--- src/rtl/utf8_enc_pkg.sv ---
package utf8_enc_pkg;

  localparam int CP_W   = 31;
  localparam int BYTE_W = 8;
  localparam int LEN_W  = 3;
  localparam int CNT_W  = 16;

  localparam logic [CNT_W-1:0] CAPACITY_RESET = 16'd1024;

  // length thresholds
  localparam logic [CP_W-1:0] LIM_1B = 31'd128;
  localparam logic [CP_W-1:0] LIM_2B = 31'd2048;
  localparam logic [CP_W-1:0] LIM_3B = 31'd65536;
  localparam logic [CP_W-1:0] LIM_4B = 31'd2097152;
  localparam logic [CP_W-1:0] LIM_5B = 31'd67108864;

  // lead byte prefixes and continuation mark
  localparam logic [BYTE_W-1:0] LEAD_2B = 8'd192;
  localparam logic [BYTE_W-1:0] LEAD_3B = 8'd224;
  localparam logic [BYTE_W-1:0] LEAD_4B = 8'd240;
  localparam logic [BYTE_W-1:0] LEAD_5B = 8'd248;
  localparam logic [BYTE_W-1:0] LEAD_6B = 8'd252;
  localparam logic [BYTE_W-1:0] CONT_MK = 8'd128;

  typedef struct packed {
    logic [LEN_W-1:0] len;  // character length in bytes, 1..6
    logic [LEN_W-1:0] idx;  // byte position within character
  } enc_sel_t;

endpackage

--- src/rtl/utf8_encoder.sv ---
// UTF-8 encoder, original 31-bit form, one to six bytes per character.
// Input channel (in_valid/in_ready/code_point) takes one code point per
// transfer; the output channel (out_valid/out_ready) gives one byte per
// transfer with last_of_char, end_of_string and overflow flags.
// cfg_we/cfg_wdata set the output buffer capacity (reset 1024); write it
// only while the block is idle.
// The first byte of a character passes through the holding register and
// then the output register before it is offered. A character of L bytes
// (1 to 6) passes through the output register one byte per cycle while the
// receiver is ready; the next code point is taken in the cycle its
// predecessor's last byte is registered, so the output runs without
// gaps. A zero code point emits one 0 byte and clears the byte
// count; a capacity miss emits one overflow result and also clears the count.
// When the receiver stalls, the output register holds its byte; the input
// side takes at most one more code point into the holding register and then
// stops until the held character has drained.
// Reset clears the held item, the output valid flag and the byte count, and
// restores the capacity to 1024.
module utf8_encoder (
  input  logic                                clk,
  input  logic                                rst,
  input  logic                                in_valid,
  output logic                                in_ready,
  input  logic [utf8_enc_pkg::CP_W-1:0]       code_point,
  output logic                                out_valid,
  input  logic                                out_ready,
  output logic [utf8_enc_pkg::BYTE_W-1:0]     out_byte,
  output logic                                last_of_char,
  output logic                                end_of_string,
  output logic                                overflow,
  input  logic                                cfg_we,
  input  logic [utf8_enc_pkg::CNT_W-1:0]      cfg_wdata
);
  import utf8_enc_pkg::*;

  logic              hold_valid;
  logic [CP_W-1:0]   cp_q;
  logic [LEN_W-1:0]  len_q;
  logic [LEN_W-1:0]  idx_q;
  logic [CNT_W-1:0]  bytes_used;
  logic [CNT_W-1:0]  capacity_bytes;

  logic [LEN_W-1:0]  in_len;
  logic              emit;
  logic              fits;
  logic              is_ovf;
  logic              is_eos;
  logic              is_last;
  logic              done;
  logic [BYTE_W-1:0] enc_byte;
  enc_sel_t          sel;

  always_comb begin
    if (code_point < LIM_1B)      in_len = 3'd1;
    else if (code_point < LIM_2B) in_len = 3'd2;
    else if (code_point < LIM_3B) in_len = 3'd3;
    else if (code_point < LIM_4B) in_len = 3'd4;
    else if (code_point < LIM_5B) in_len = 3'd5;
    else                          in_len = 3'd6;
  end

  assign fits = ({1'b0, bytes_used} + (CNT_W+1)'(len_q)) < {1'b0, capacity_bytes};
  // overflow and terminator only decided on the first byte
  assign is_ovf  = (idx_q == '0) && !fits;
  assign is_eos  = (idx_q == '0) && fits && (cp_q == '0);
  assign is_last = is_ovf || is_eos || (idx_q == len_q - LEN_W'(1));

  assign emit     = hold_valid && (!out_valid || out_ready);
  assign done     = emit && is_last;
  assign in_ready = !hold_valid || done;

  assign sel.len = len_q;
  assign sel.idx = idx_q;

  utf8_enc_byte u_byte (
    .cp       (cp_q),
    .sel      (sel),
    .enc_byte (enc_byte)
  );

  always_ff @(posedge clk) begin
    if (rst) begin
      hold_valid     <= 1'b0;
      idx_q          <= '0;
      bytes_used     <= '0;
      capacity_bytes <= CAPACITY_RESET;
      out_valid      <= 1'b0;
    end else begin
      if (cfg_we) begin
        capacity_bytes <= cfg_wdata;
      end

      if (in_valid && in_ready) begin
        hold_valid <= 1'b1;
        idx_q      <= '0;
      end else if (done) begin
        hold_valid <= 1'b0;
      end else if (emit) begin
        idx_q <= idx_q + LEN_W'(1);
      end

      if (emit && idx_q == '0) begin
        if (is_ovf || is_eos) bytes_used <= '0;
        else                  bytes_used <= CNT_W'({1'b0, bytes_used} + (CNT_W+1)'(len_q));
      end

      if (emit) begin
        out_valid <= 1'b1;
      end else if (out_ready) begin
        out_valid <= 1'b0;
      end
    end
  end

  // payload registers
  always_ff @(posedge clk) begin
    if (in_valid && in_ready) begin
      cp_q  <= code_point;
      len_q <= in_len;
    end
    if (emit) begin
      out_byte      <= (is_ovf || is_eos) ? '0 : enc_byte;
      last_of_char  <= is_last;
      end_of_string <= is_eos;
      overflow      <= is_ovf;
    end
  end

endmodule

--- src/rtl/utf8_enc_byte.sv ---
module utf8_enc_byte (
  input  logic [utf8_enc_pkg::CP_W-1:0]   cp,
  input  utf8_enc_pkg::enc_sel_t          sel,
  output logic [utf8_enc_pkg::BYTE_W-1:0] enc_byte
);
  import utf8_enc_pkg::*;

  logic [LEN_W-1:0] k;  // continuation slices still to follow

  assign k = sel.len - sel.idx - LEN_W'(1);

  always_comb begin
    enc_byte = '0;
    if (sel.idx == '0) begin
      case (sel.len)
        3'd1:    enc_byte = {1'b0, cp[6:0]};
        3'd2:    enc_byte = LEAD_2B | {3'b0, cp[10:6]};
        3'd3:    enc_byte = LEAD_3B | {4'b0, cp[15:12]};
        3'd4:    enc_byte = LEAD_4B | {5'b0, cp[20:18]};
        3'd5:    enc_byte = LEAD_5B | {6'b0, cp[25:24]};
        3'd6:    enc_byte = LEAD_6B | {7'b0, cp[30]};
        default: enc_byte = '0;
      endcase
    end else begin
      case (k)
        3'd0:    enc_byte = CONT_MK | {2'b0, cp[5:0]};
        3'd1:    enc_byte = CONT_MK | {2'b0, cp[11:6]};
        3'd2:    enc_byte = CONT_MK | {2'b0, cp[17:12]};
        3'd3:    enc_byte = CONT_MK | {2'b0, cp[23:18]};
        3'd4:    enc_byte = CONT_MK | {2'b0, cp[29:24]};
        default: enc_byte = '0;
      endcase
    end
  end

endmodule

--- config.mk ---
export PLATFORM = sky130hd
export DESIGN_NAME = utf8_encoder
export DESIGN_NICKNAME = d
export VERILOG_FILES = /design/src/rtl/utf8_enc_pkg.sv /design/src/rtl/utf8_encoder.sv /design/src/rtl/utf8_enc_byte.sv
export SDC_FILE = /design/constraint.sdc
export NUM_CORES = 1
export LEC_CHECK = 0
export ABC_AREA = 1
export BUFFER_PORTS_ARGS = -buffer_cell sky130_fd_sc_hd__buf_2
export CORE_MARGIN = 2
export CORE_UTILIZATION = 45
export CTS_CLUSTER_SIZE = 16
export DETAILED_ROUTE_END_ITERATION = 6
export PLACE_DENSITY = 0.68
export SYNTH_ARGS = -nofsm -noshare
export SYNTH_HDL_FRONTEND = slang
export SYNTH_HIERARCHICAL = 1
export SYNTH_SLANG_ARGS = --single-unit
--- constraint.sdc ---
create_clock -name clk -period 4 [get_ports clk]
set_clock_uncertainty 0.15 [all_clocks]
set_input_delay 0.4 -clock clk [delete_from_list [all_inputs] [get_ports clk]]
set_output_delay 0.4 -clock clk [all_outputs]
set_load 0.01 [all_outputs]
==> results.md, run 1 <==
Status:
- The run finished with clean final reports.

Detailed routing:
- The detailed router placed 4044 vias in this run.
- The first TritonRoute pass finished after 5 iterations.
- In the routed design, unresolved DRC markers number 0.
- In the routed layout, each cell is associated on average with a via count of 5.15.
- In this run the remaining antenna-violating nets after routing total 0.
- The detailed router finished its first iteration with 170 violations.
- The sum of routed wire length over all layers is 11.3 mm.
- The wire length per cell after detailed routing is 14.4 µm.

Finish:
- The fraction of final layout cells with drive strength greater than 1 is 26.7%.
- In the final design database the tool counted just over 700 nets.
- The repair_antennas step left the layout with diodes totalling 0.
- The final design utilization is about 55%.
- The area added between synthesis and finish is 18.2%.

Clocking:
- The clock transition at the registers of the reported paths is 0.08 ns.
- The CTS buffer count is 9.
- The CTS tree is yes.
- Counting along the longest clock path gives a buffer depth of 2.
- Clock latency on the worst-skew pair, taken at its later pin, is 0.37 ns.
- The total number of clock tree sinks is 82.
- The number of H-tree levels is 3.
- The root buffer cell chosen for the clock tree is sky130_fd_sc_hd__clkbuf_8.

Logic synthesis:
- After Yosys synthesis, full adders, half adders and majority gates account for 6.61% of the synthesized area.
- After synthesis, the share of flip-flops with an asynchronous set or reset is 0%.
- The mux contribution to synthesized area is 0%.
- Summing every instance area after synthesis gives 4770 µm².
- The area fraction in compound gates after synthesis is about a tenth.
- The number of instances in the synthesized netlist is 566.
- The main combinational cell family by area after synthesis is simple AND/OR/NAND/NOR gates.
- The predominant post-synthesis flop cell is sky130_fd_sc_hd__edfxtp_1.
- After synthesis, the netlist uses 41 different library cells.
- By count the netlist is led by sky130_fd_sc_hd__nand2_1 (109), sky130_fd_sc_hd__inv_1 (72), sky130_fd_sc_hd__nor2_1 (50).
- The sequential fraction of the synthesis area is 43.8%.
- Of the total synthesized cell area, the portion taken by XOR and XNOR cells is 3.30%.
- The most common cell in the netlist is sky130_fd_sc_hd__nand2_1.
- The average instance in the mapped netlist occupies 8.43 µm².
- Yosys attributes the largest share of cell area to sky130_fd_sc_hd__edfxtp_1 (28%), sky130_fd_sc_hd__dfxtp_1 (16%), sky130_fd_sc_hd__nand2_1 (8.6%), sky130_fd_sc_hd__ha_1 (5.8%), sky130_fd_sc_hd__inv_1 (5.7%).
- After synthesis, the largest area contributor takes up 28.3% of total cell area.
- The Yosys step of the flow raised 6 warnings.
- Yosys mapped a number of flops with a built-in enable equal to 45.
- The simple-gate area share of the yosys netlist is between 20% and 30%.
- After synthesis the netlist holds a flip-flop and latch count of 82.
- The number of nets handed over by synthesis was between 600 and 700.
- The synthesized design spends more area on one cell type than any other, namely sky130_fd_sc_hd__edfxtp_1.

Floorplan:
- The floorplan step defined a die boundary enclosing 11400 µm².
- In this run the standard cell core region covers around 10000 µm².
- The initial core utilization is ~46%.
- Measured along the x axis, the die boundary spans 107 µm.
- The height of the chip is 107 µm.
- Pin placement for this block handled 65 I/O pins.
- The row count is 37.

Global route:
- The wire length of the first global-routing pass is 18.7 mm.
- The total congestion overflow is 0.
- Global routing used between 20% and 30% of the available tracks.
- The maximum number of pins on one net before global-route repair is 35.
- The number of antenna violations at the first check in global routing is 0.
- The via count of the first global-routing pass is 3916.

Timing:
- The worst pin sits at a relative slew slack of 37.0%.
- The measured slew at the worst slew-check pin is 0.942 ns.
- Setup violations remaining at the end of the flow were counted as 0.
- The final count of pins violating max slew is 0.
- The timing-limited maximum frequency is around 0.25 GHz.
- Setup repair after global routing could not meet its margin everywhere.
- The final critical path time including I/O delays and setup is 3.95 ns.
- The share of the clock period used by the worst path is between 90% and 100%.
- The final hold violation count is 0.

Setup path:
- The depth of the worst register-to-register path is 22.
- In this run the critical register-to-register path is launched from len_q[1].
- The endpoint kind of the worst setup timing path is an output port.
- Across all register-to-register paths, the minimum setup slack is 0.09 ns.
- The worst endpoint required time is 3.45 ns.
- The data arrival time of the critical path is ~3.4 ns.
- The critical register-to-register path endpoint is bytes_used[13].
- Of all nets on the critical path, the largest fanout is 8.
- The path type of the worst setup path is flip-flop to output port.
- The element type at the critical path start is a flip-flop.

Hold path:
- Along the worst hold path, the cell count comes to 1.
- For hold timing, the worst endpoint is cp_q[3].
- The start point of the worst hold path is code_point[3].
- The tightest min-delay check is of the input pin to flip-flop type.

Power:
- The sum of internal, switching and leakage power is 0.00180 W.
- For this design the static power due to leakage is 2.58 nW.
- The sequential group share of total power is 53.7%.
- Net switching is 28.8% of the power.
- The internal portion of the total power is 0.00128 W.
- The switching power is approximately 0.00052 W.
- The power density over the cells is 320 nW/µm².
- The share of total power in the clock network is 30.1%.
- The peak ir drop on the vdd network is 0.176 mV.
- Combinational logic burns 16.2% of the power.

Run:
- Max-cap violations in this run came to 0.

Placed design:
- Detailed placement finished with a half-perimeter wire length of 8.26 mm.
- Routability-driven placement finished with a final weighted congestion of 0.903.
- The quantity of I/O buffers inserted on ports is 64.
cells by family after synthesis:
family          Yosys count
flops                    82
compound gates           76
fa+ha+maj                24
simple gates            273
buf+inv                  93
xor+xnor                 18
worst max-delay path by stage:
stage | startpoint | to | slack, ns | cells past startpoint
2_1_floorplan | len_q[1] | cp_q[0] | -0.005 | 22
3_5_place_dp | len_q[0] | len_q[0] | 0.11 | 23
3_3_place_gp | len_q[0] | len_q[0] | 0.27 | 23
5_1_grt | len_q[1] | in_ready | -0.21 | 19
6_report | len_q[1] | in_ready | 0.05 | 19
4_1_cts | len_q[0] | in_ready | 0.03 | 20
power groups by stage:
| stage | sequential, W | clock (W) | combinational, W |
|---|---|---|---|
| 2_1_floorplan | 0.000983 | 0 | 0.000178 |
| 3_3_place_gp | 0.000985 | 0 | 0.000259 |
| 3_5_place_dp | 0.000986 | 0 | 0.000266 |
| 4_1_cts | 0.000967 | 0.000555 | 0.000270 |
| 5_1_grt | 0.000973 | 0.000593 | 0.000331 |
| 6_report | 0.000968 | 0.000544 | 0.000292 |
sequential cells by signal, indices dropped and copies added (netlist names), 3 cells and up:
signal and count:
cp_q 31, bytes_used 16, capacity_bytes 16, out_byte 8, idx_q 3, len_q 3
worst max-delay path: stages (launching register included):
cell and delay [ns]:
sky130_fd_sc_hd__edfxtp_1 0.39, sky130_fd_sc_hd__buf_4 0.19, sky130_fd_sc_hd__ha_1 0.28, sky130_fd_sc_hd__nand3_1 0.07, sky130_fd_sc_hd__nand2_2 0.10, sky130_fd_sc_hd__nand2_2 0.07
sky130_fd_sc_hd__nor3_4 0.28, sky130_fd_sc_hd__xor2_1 0.37, sky130_fd_sc_hd__ha_1 0.31, sky130_fd_sc_hd__nand2_1 0.07, sky130_fd_sc_hd__a21oi_1 0.04, sky130_fd_sc_hd__nor2_1 0.12
sky130_fd_sc_hd__nand3_2 0.12, sky130_fd_sc_hd__nand2_2 0.09, sky130_fd_sc_hd__nand2_2 0.06, sky130_fd_sc_hd__nand2_2 0.08, sky130_fd_sc_hd__nand3_2 0.09, sky130_fd_sc_hd__nand2_2 0.09
sky130_fd_sc_hd__nand2_2 0.07, sky130_fd_sc_hd__buf_6 0.13
stage by stage:
stage,cell area [µm²],worst slack (ns),cells,hold slack (ns),TNS [ns]
after floorplan,4790,-0.00453,566,0.285,-0.154
after global placement,5210,0.272,755,0.306,0
after detailed placement,5210,0.113,755,0.306,0
after CTS,5440,0.0277,774,0.0462,0
after global routing,5640,-0.212,785,0.0529,-2.18
final,5640,0.0542,785,0.0620,0
what timing repair did:
item	4_1_cts	5_1_grt
gates cloned	0	1
hold buffers	0	0
buffers inserted	3	10
gates resized for setup	7	16
pin swaps	6	8
setup endpoints to repair	1	51
area by class of cell:
| type | instances | area, µm² |
|---|---|---|
| Inverter | 77 | 300 |
| Timing Repair Buffer | 83 | 524 |
| Clock buffer | 10 | 128 |
| Fill cell | 949 | 4680 |
| Tap cell | 136 | 170 |
| Multi-Input combinational cell | 391 | 2380 |
| Sequential cell | 82 | 2090 |
| Clock inverter | 6 | 40.0 |
layer usage:
layer | up-vias | part of all wire, % | track usage (%)
met5 | - | 0 | 0
met4 | 0 | 2.0 | 7.70
met3 | 17 | 6.4 | 4.56
met2 | 130 | 48 | 33.8
met1 | 1847 | 44 | 27.5
li1 | 2050 | - | -
placed cells by master (no fill, tap or decap), drive strengths merged:
cell	synthesis	routed
nor4	1	1
nand3b	1	1
clkinv	0	4
edfxtp	45	45
nand4	39	39
a21oi	43	43
clkbuf	6	11
inv	77	78
xor2	10	10
xnor2	8	8
a31o	1	1
a21o	2	2
buf	10	82
ha	22	22
a22o	1	1
nor3b	1	1
nand3	34	34
dfxtp	37	37
nor3	10	10
fa	2	2
nand2	130	130
clkinvlp	0	1
or2	1	1
and2	1	1
nor2	55	55
o21ai	21	21
o21bai	8	8
(Power assumes the default switching activity.)
==> run 2: changes to the inputs <==
--- a/config.mk
+++ b/config.mk
@@ -12,6 +12,7 @@
 export CTS_CLUSTER_SIZE = 16
 export DETAILED_ROUTE_END_ITERATION = 6
 export PLACE_DENSITY = 0.68
+export SETUP_SLACK_MARGIN = 0.5
 export SYNTH_ARGS = -nofsm -noshare
 export SYNTH_HDL_FRONTEND = slang
 export SYNTH_HIERARCHICAL = 1
==> run 2 against run 1 <==
Core utilization is 2.2 points higher. Maximum frequency is 1.2% higher. Critical path depth is 3 higher. Combinational power is 11% higher. Clock-buffer cell count stayed put.
==> results.md, run 2 (synthesis gave the netlist of run 1 again) <==
Clocking:
- After clock tree synthesis, the clock-pin slew on the worst setup and hold paths is 0.08 ns.
- The tree built by TritonCTS fans out to 82 sinks.
- The CTS tree is yes.
- The later pin in the worst-skew pair is clocked with a latency of 0.36 ns.
- The tree is rooted in a sky130_fd_sc_hd__clkbuf_8.
- TritonCTS created 9 clock buffers.
- Buffers inserted to repair hold after CTS numbered 0.
- No sink is reached through more buffers than the 2 on the longest clock path.
- The number of H-tree levels is 3.

Floorplan:
- The number of top-level design ports is 65.
- The floorplan die width is about 110 µm.
- The initial core utilization is a little under half.
- The floorplan has 37 rows.
- The height of the chip is 107 µm.
- The floorplan step defined a die boundary enclosing around 11000 µm².
- The total core area is 10300 µm².

Finish:
- The number of flip-flops under the largest register name is 31.
- 0 antenna diodes ended up in the layout.
- The library cells used most frequently in the layout, excluding fill and tap cells, are sky130_fd_sc_hd__nand2_1 (97), sky130_fd_sc_hd__inv_1 (68), sky130_fd_sc_hd__buf_2 (63).
- The largest registers in the layout are cp_q x31, bytes_used x16, capacity_bytes x16.
- Compared with the post-synthesis result, the final layout area differs by 23.1%.
- The library cell used most frequently in the layout, excluding fill and tap cells, is sky130_fd_sc_hd__nand2_1.
- At the end of the flow the core is filled with cells to around 57%.
- After the last flow step, the layout net total stands at approximately 730.
- cp_q holds more flip-flops than any other register.
- The layout has 924 filler cells.
- Cells with a size suffix above 1 make up 30.2% of the layout.

Timing:
- For the pin with the worst max-slew slack, the measured transition is approximately 0.97 ns.
- The final hold violation count came to 0.
- The final critical path takes up between 90% and 100% of the cycle.
- The final number of setup-violating endpoints is 0.
- Setup total negative slack on the finished layout was measured at 0 ns.
- Static timing analysis puts the maximum clock frequency at between 0.2 and 0.3 GHz.
- The worst pin sits at a relative slew slack of 35.1%.
- The worst setup slack after layout is 0.102 ns.
- The final critical path time including I/O delays and setup is roughly 4 ns.
- The final count of pins violating max slew is 0.
- Setup repair after global routing could not meet its margin everywhere.

Placed design:
- The quantity of I/O buffers inserted on ports is 64.
- Once detailed placement completed, the half-perimeter wirelength came to ~8.3 mm.
- Timing analysis after detailed placement gives a worst setup slack of 0.113 ns.
- At the end of routability-driven placement, the weighted congestion stood at 0.903.

Global route:
- Summed over all layers, the global routing overflow is 0.
- Across every metal layer, demand over resource in global routing totals 21.6%.
- The via count of the first global-routing pass came to 4028.
- The number of antenna violations at the first check in global routing came to 0.
- The first global-routing pass estimated just under 20 mm of wire.
- Entering global routing, the biggest net connects 35 pins.

Detailed routing:
- For this block, the via count after detailed routing is around 4000.
- The sum of routed wire length over all layers is 11.6 mm.
- The wire length per cell after detailed routing is 14.6 µm.
- Before antenna repair, the detailed router went through 5 iterations.
- The number of DRC markers after the initial detailed-route iteration is about 210.
- The detailed-route vias per instance is ~5.2.
- The post-detailed-route DRC marker count is 0.
- The post-detailed-route count of antenna-violating nets is 0.

Run:
- The number of violations of the max-capacitance limit is 0.

Power:
- The fraction of power spent switching nets is 29.0%.
- The switching power is 0.000531 W.
- The share of total power in the clock network is 29.5%.
- The part of the total power dissipated in combinational logic is between 10% and 20%.
- The leakage dissipation is 2.70 nW.
- The peak ir drop on the vdd network is 0.176 mV.
- The power density over the cells is 312 nW/µm².
- The sum of internal, switching and leakage power is 0.00183 W.
- The share of total power dissipated in sequential elements is between 50% and 60%.
- The internal power component is approximately 0.0013 W.

Hold path:
- Counting instances, the worst hold path has a depth of 1.
- The path class of the tightest hold or removal check is input pin to flip-flop.

Setup path:
- The element type at the critical path start is a flip-flop.
- The setup path with the least slack is of type flip-flop to output port.
- The endpoint kind of the worst setup timing path is an output port.
- Measured in cells, the most critical reg-to-reg path has a length of 25.
- Of all nets on the critical path, the largest fanout is 3.
- The worst endpoint required time is 3.45 ns.
- For the worst setup path, the data arrival time is 3.35 ns.

Status:
- The flow ran to the end, and the final reports show no timing, DRC or antenna violations.
run 2: cell types whose count changed in the layout (fill, tap and decap cells not counted), moves of 2 or more:
| cell | previous run | this run |
|---|---|---|
| sky130_fd_sc_hd__nand2_1 | 102 | 97 |
| sky130_fd_sc_hd__nor2_4 | 0 | 6 |
| sky130_fd_sc_hd__a21oi_1 | 30 | 26 |
| sky130_fd_sc_hd__buf_6 | 1 | 6 |
| sky130_fd_sc_hd__clkbuf_16 | 1 | 3 |
| sky130_fd_sc_hd__nor2_1 | 50 | 41 |
| sky130_fd_sc_hd__nand2_4 | 4 | 8 |
| sky130_fd_sc_hd__nor2_2 | 4 | 7 |
| sky130_fd_sc_hd__a21oi_2 | 13 | 17 |
run 2: critical path, cell delays in order, from the launching register on:
cell                       delay (ns)
sky130_fd_sc_hd__edfxtp_1        0.37
sky130_fd_sc_hd__ha_2            0.19
sky130_fd_sc_hd__inv_2           0.04
sky130_fd_sc_hd__fa_2            0.36
sky130_fd_sc_hd__inv_2           0.06
sky130_fd_sc_hd__nand3_2         0.08
sky130_fd_sc_hd__nand2_4         0.10
sky130_fd_sc_hd__buf_4           0.13
sky130_fd_sc_hd__xor2_1          0.35
sky130_fd_sc_hd__ha_1            0.32
sky130_fd_sc_hd__nand2_1         0.09
sky130_fd_sc_hd__inv_1           0.04
sky130_fd_sc_hd__nand2_1         0.06
sky130_fd_sc_hd__nand2_1         0.05
sky130_fd_sc_hd__nand2_1         0.06
sky130_fd_sc_hd__nand3_2         0.09
sky130_fd_sc_hd__nand2_2         0.09
sky130_fd_sc_hd__nand2_2         0.06
sky130_fd_sc_hd__nand2_2         0.08
sky130_fd_sc_hd__nand3_2         0.08
sky130_fd_sc_hd__nand2_2         0.09
sky130_fd_sc_hd__nand2_2         0.06
sky130_fd_sc_hd__buf_6           0.12
run 2: final timing paths:
| check | startpoint | end | slack (ns) |
|---|---|---|---|
| max | len_q[0] | in_ready | 0.10 |
| min | code_point[5] | cp_q[5] | 0.06 |
| max reg2reg | len_q[0] | cp_q[1] | 0.12 |
| min reg2reg | capacity_bytes[5] | capacity_bytes[5] | 0.32 |
run 2: layout make-up:
type,instances,area [µm²],share of cell area [%]
Multi-Input combinational cell,391,2480,42.3
Sequential cell,82,2090,35.6
Timing Repair Buffer,92,658,11.2
Inverter,77,298,5.07
Tap cell,136,170,2.90
Clock buffer,10,128,2.17
Clock inverter,6,40.0,0.682
run 2: stage by stage:
stage               hold slack [ns]  cells  instance area (µm²)
detailed placement            0.306    755                 5210
floorplan                     0.285    566                 4790
finish                       0.0614    794                 5870
global route                 0.0529    794                 5870
CTS                          0.0462    787                 5670
global placement              0.306    755                 5210
run 2: power by group through the flow:
stage	Combinational, W	Clock [W]	Sequential [W]
6_report	0.000323	0.000541	0.000968
5_1_grt	0.000361	0.000593	0.000974
4_1_cts	0.000296	0.000555	0.000968
3_5_place_dp	0.000266	0	0.000986
3_3_place_gp	0.000259	0	0.000985
2_1_floorplan	0.000178	0	0.000983
run 2: timing repair:
item                       in CTS  in global routing
gates cloned                    1                  2
setup buffers                  15                  5
setup endpoints to repair      54                 64
pin swaps                      16                 13
resized for setup              26                 33
run 2: per-layer routing:
layer / GRT usage, % / part of all wire (%) / up-vias / wire length [µm]
li1: - / - / 2073 / -
met1: 28.0 / 44 / 1880 / 5070
met2: 35.5 / 48 / 124 / 5580
met3: 4.32 / 6.2 / 19 / 714
met4: 8.26 / 1.9 / 0 / 225
met5: 0 / 0 / - / 0
==> run 3: changes to the inputs <==
--- a/config.mk
+++ b/config.mk
@@ -7,11 +7,13 @@
 export LEC_CHECK = 0
 export ABC_AREA = 1
 export BUFFER_PORTS_ARGS = -buffer_cell sky130_fd_sc_hd__buf_2
+export CELL_PAD_IN_SITES_DETAIL_PLACEMENT = 2
+export CELL_PAD_IN_SITES_GLOBAL_PLACEMENT = 2
 export CORE_MARGIN = 2
-export CORE_UTILIZATION = 45
+export CORE_UTILIZATION = 31
 export CTS_CLUSTER_SIZE = 16
 export DETAILED_ROUTE_END_ITERATION = 6
-export PLACE_DENSITY = 0.68
+export PLACE_DENSITY = 0.76
 export SETUP_SLACK_MARGIN = 0.5
 export SYNTH_ARGS = -nofsm -noshare
 export SYNTH_HDL_FRONTEND = slang
==> run 3 against run 2 <==
Maximum frequency is 8.7% lower. The flow now finishes with violations (negative setup slack). Largest cell class unchanged. Register-to-register slack worse by 0.39 ns. Global-route usage is 0.83 points higher.
==> results.md, run 3 (synthesis gave the netlist of run 1 again) <==
Timing:
- The headroom to the max-slew limit is 36.6%.
- Timing would allow up to 0.234 GHz.
- The final hold violation count came to 0.
- The share of the clock period used by the worst path is 107%.
- The final count of pins violating max slew was 0.
- The final critical path time including I/O delays and setup is 4.27 ns.
- Setup repair after global routing could not meet its margin everywhere.
- At the pin with the least slew margin, the transition time is 0.948 ns.
- The worst setup slack after layout is -0.269 ns.
- Setup violations remaining at the end of the flow were counted as 62.
- On the final layout, the worst hold slack is 0.0703 ns.

Finish:
- The top cell types in the final layout, fill and taps aside, are sky130_fd_sc_hd__nand2_1 (94), sky130_fd_sc_hd__inv_1 (66), sky130_fd_sc_hd__buf_2 (63).
- Once layout is done, the placed cells without fillers occupy 6320 µm².
- The finished layout holds 864 standard cells, fillers aside.
- After the last flow step, the layout net total stands at 747.
- Compared with the post-synthesis result, the final layout area differs by 32.5%.
- The antenna diode count is 0.
- The largest registers in the layout are cp_q x31, bytes_used x16, capacity_bytes x16.
- The most frequent standard cell in the layout excluding fill and tap cells is sky130_fd_sc_hd__nand2_1.
- Ranked by flip-flop count, first place goes to cp_q.
- The post-route netlist has 33.6% of its cells at a drive strength greater than 1.
- The number of flip-flops under the largest register name is 31.

Detailed routing:
- After detailed routing, the average wire length per cell comes to 20.8 µm.
- The post-detailed-route count of antenna-violating nets is 0.
- The routed length on met1 is 7.34 mm.
- In this run, the number of DRC markers left after iteration 0 of detailed routing was 196.
- The detailed-route vias per instance is 5.12.
- For this block, the routed nets add up to 18.0 mm of wire.
- The number of detailed-route iterations in the first pass is 4.
- Signal routing reaches up to met4.
- The count of vias placed by the detailed router is 4423.
- For this run, design rule violations remaining after detail routing come to 0.
- In the detailed route, the total length drawn on met2 is approximately 9.5 mm.
- The met3 layer wire length in the routed design is around 660 µm.

Status:
- The checks that failed: negative setup slack.
- The run finished, with violations left.

Clocking:
- The CTS buffer count is 9.
- In this run the deepest clock path goes through 2 buffers.
- TritonCTS built the clock tree.
- Clock-pin slew was measured on the worst setup and hold paths at 0.07 ns.
- The cell chosen for the clock root is sky130_fd_sc_hd__clkbuf_16.
- The clock insertion delay at the later pin of the skew report is 0.36 ns.
- The H-tree generated during clock tree synthesis spans 3 levels.
- The total number of clock tree sinks is roughly 80.
- The hold buffer count at cts is 0.

Setup path:
- In this design, the critical path's most frequently occurring cell is sky130_fd_sc_hd__nand2_2.
- The worst setup path is captured at an output port.
- The path type of the worst setup path is flip-flop to output port.
- The worst register-to-register path has a depth of 26.
- The element type at the critical path start is a flip-flop.
- The critical register-to-register path endpoint is bytes_used[2].
- The critical path launch point is len_q[0].
- The delay contributed by the slowest stage of the critical path is 0.37 ns.
- The maximum fanout along the worst path is 4.
- The startpoint of the lowest-slack register-to-register path is len_q[0].
- The critical path ends at in_ready.
- The critical path's slowest cell is sky130_fd_sc_hd__edfxtp_1.
- The number of buffers and inverters on the critical path is 4.
- The critical path goes through ha_2 > inv_2 > fa_2 > inv_2 > nand3_4 > nand2_4 > nand2_4 > nor3_4 > nand4_1 > xor2_1 > inv_2 > ha_4 > a21o_1 > a21oi_2 > nand2_2 > nor2_4 > nand2_2 > nand2_2 > nand3_2 > nand2_2 > nand2_2 > buf_6.
- Counting buffers and inverters, the worst setup path is 22 cells deep.
- The setup check on the worst reg-to-reg path leaves a slack of -0.27 ns.
- The kind of cell with the highest combined delay along the critical path is simple AND/OR/NAND/NOR gates.
- The data arrival time of the critical path is 3.72 ns.
- The worst endpoint required time is around 3.5 ns.

Global route:
- The total congestion overflow is 0.
- The number of antenna violations at the first check in global routing is 0.
- Entering global routing, the biggest net connects 35 pins.
- The first global-routing pass estimated between 20 and 30 mm of wire.
- The total routing resource utilization after global routing is 22.4%.
- The via count of the first global-routing pass is ~4900.

Placed design:
- The last weighted congestion value of the routability-driven placer is 0.845.
- Once placement finished, the instance area stood at 5290 µm².
- After legalization and detailed placement, the total HPWL measured about 11 mm.
- Counting tap cells, the placed design contains a total of approximately 800 instances.
- Port buffering added 64 buffers.

Run:
- Across the run, the number of max-cap violations was 0.

Power:
- The worst-case IR drop observed on VDD is 0.230 mV.
- The leakage dissipation is 2.94 nW.
- The power density over the cells is approximately 340 nW/µm².

Floorplan:
- The floorplan step defined a die boundary enclosing 16400 µm².
- The row count is 45.
- The total core area is between 15000 and 20000 µm².
- The height of the chip is 128 µm.
- The number of top-level design ports is 65.
- The floorplan die width is 128 µm.
- For this configuration, the core starts out at a cell density of 31.5%.

Hold path:
- The min-delay analysis places its worst path in the category input pin to flip-flop.
- The start point of the worst hold path is code_point[3].
[run 3: timing repair]
action	CTS	global route
endpoints found under the setup margin	63	66
resized for setup	77	22
setup buffers	33	6
pin swaps	23	30
cloned	1	0
[run 3: routing by layer]
layer  GRT usage (%)  up-vias
met2            41.1       87
met5               0        -
li1                -     2101
met1            25.7     2201
met4            7.37        0
met3            5.09       34
[run 3: worst min-delay path by stage]
stage | endpoint | slack [ns] | cells after the start
2_1_floorplan | capacity_bytes[7] | 0.28 | 2
3_3_place_gp | capacity_bytes[4] | 0.31 | 2
3_5_place_dp | capacity_bytes[9] | 0.32 | 2
4_1_cts | cp_q[3] | 0.06 | 1
5_1_grt | cp_q[1] | 0.06 | 1
6_report | cp_q[3] | 0.07 | 1
[run 3: through the flow]
stage	utilization, %	power (W)	worst slack, ns	setup TNS (ns)
6_report	41.7	0.00215	-0.269	-11.29
2_1_floorplan	-	0.00116	-0.00453	-0.154
3_5_place_dp	34.9	0.00128	-0.00817	-0.224
5_1_grt	41.7	0.00223	-0.452	-22.05
4_1_cts	40.7	0.00214	-0.0233	-0.0233
3_3_place_gp	34.9	0.00126	0.211	0
[run 3: report_power, final]
| group | total (W) | internal (W) | switching [W] |
|---|---|---|---|
| clock network | 0.000818 | 0.000460 | 0.000358 |
| logic | 0.000353 | 0.000132 | 0.000220 |
| registers | 0.000974 | 0.000942 | 0.0000326 |
| total | 0.00215 | 0.00153 | 0.000611 |
[run 3: area by class of cell]
type | count | area, µm²
repair buffers | 110 | 805
flip-flops and latches | 82 | 2090
fillers | 1661 | 8820
clock buffers | 12 | 258
inverters | 77 | 298
well taps | 188 | 235
multi-input cells | 391 | 2610
clock inverters | 4 | 25.0
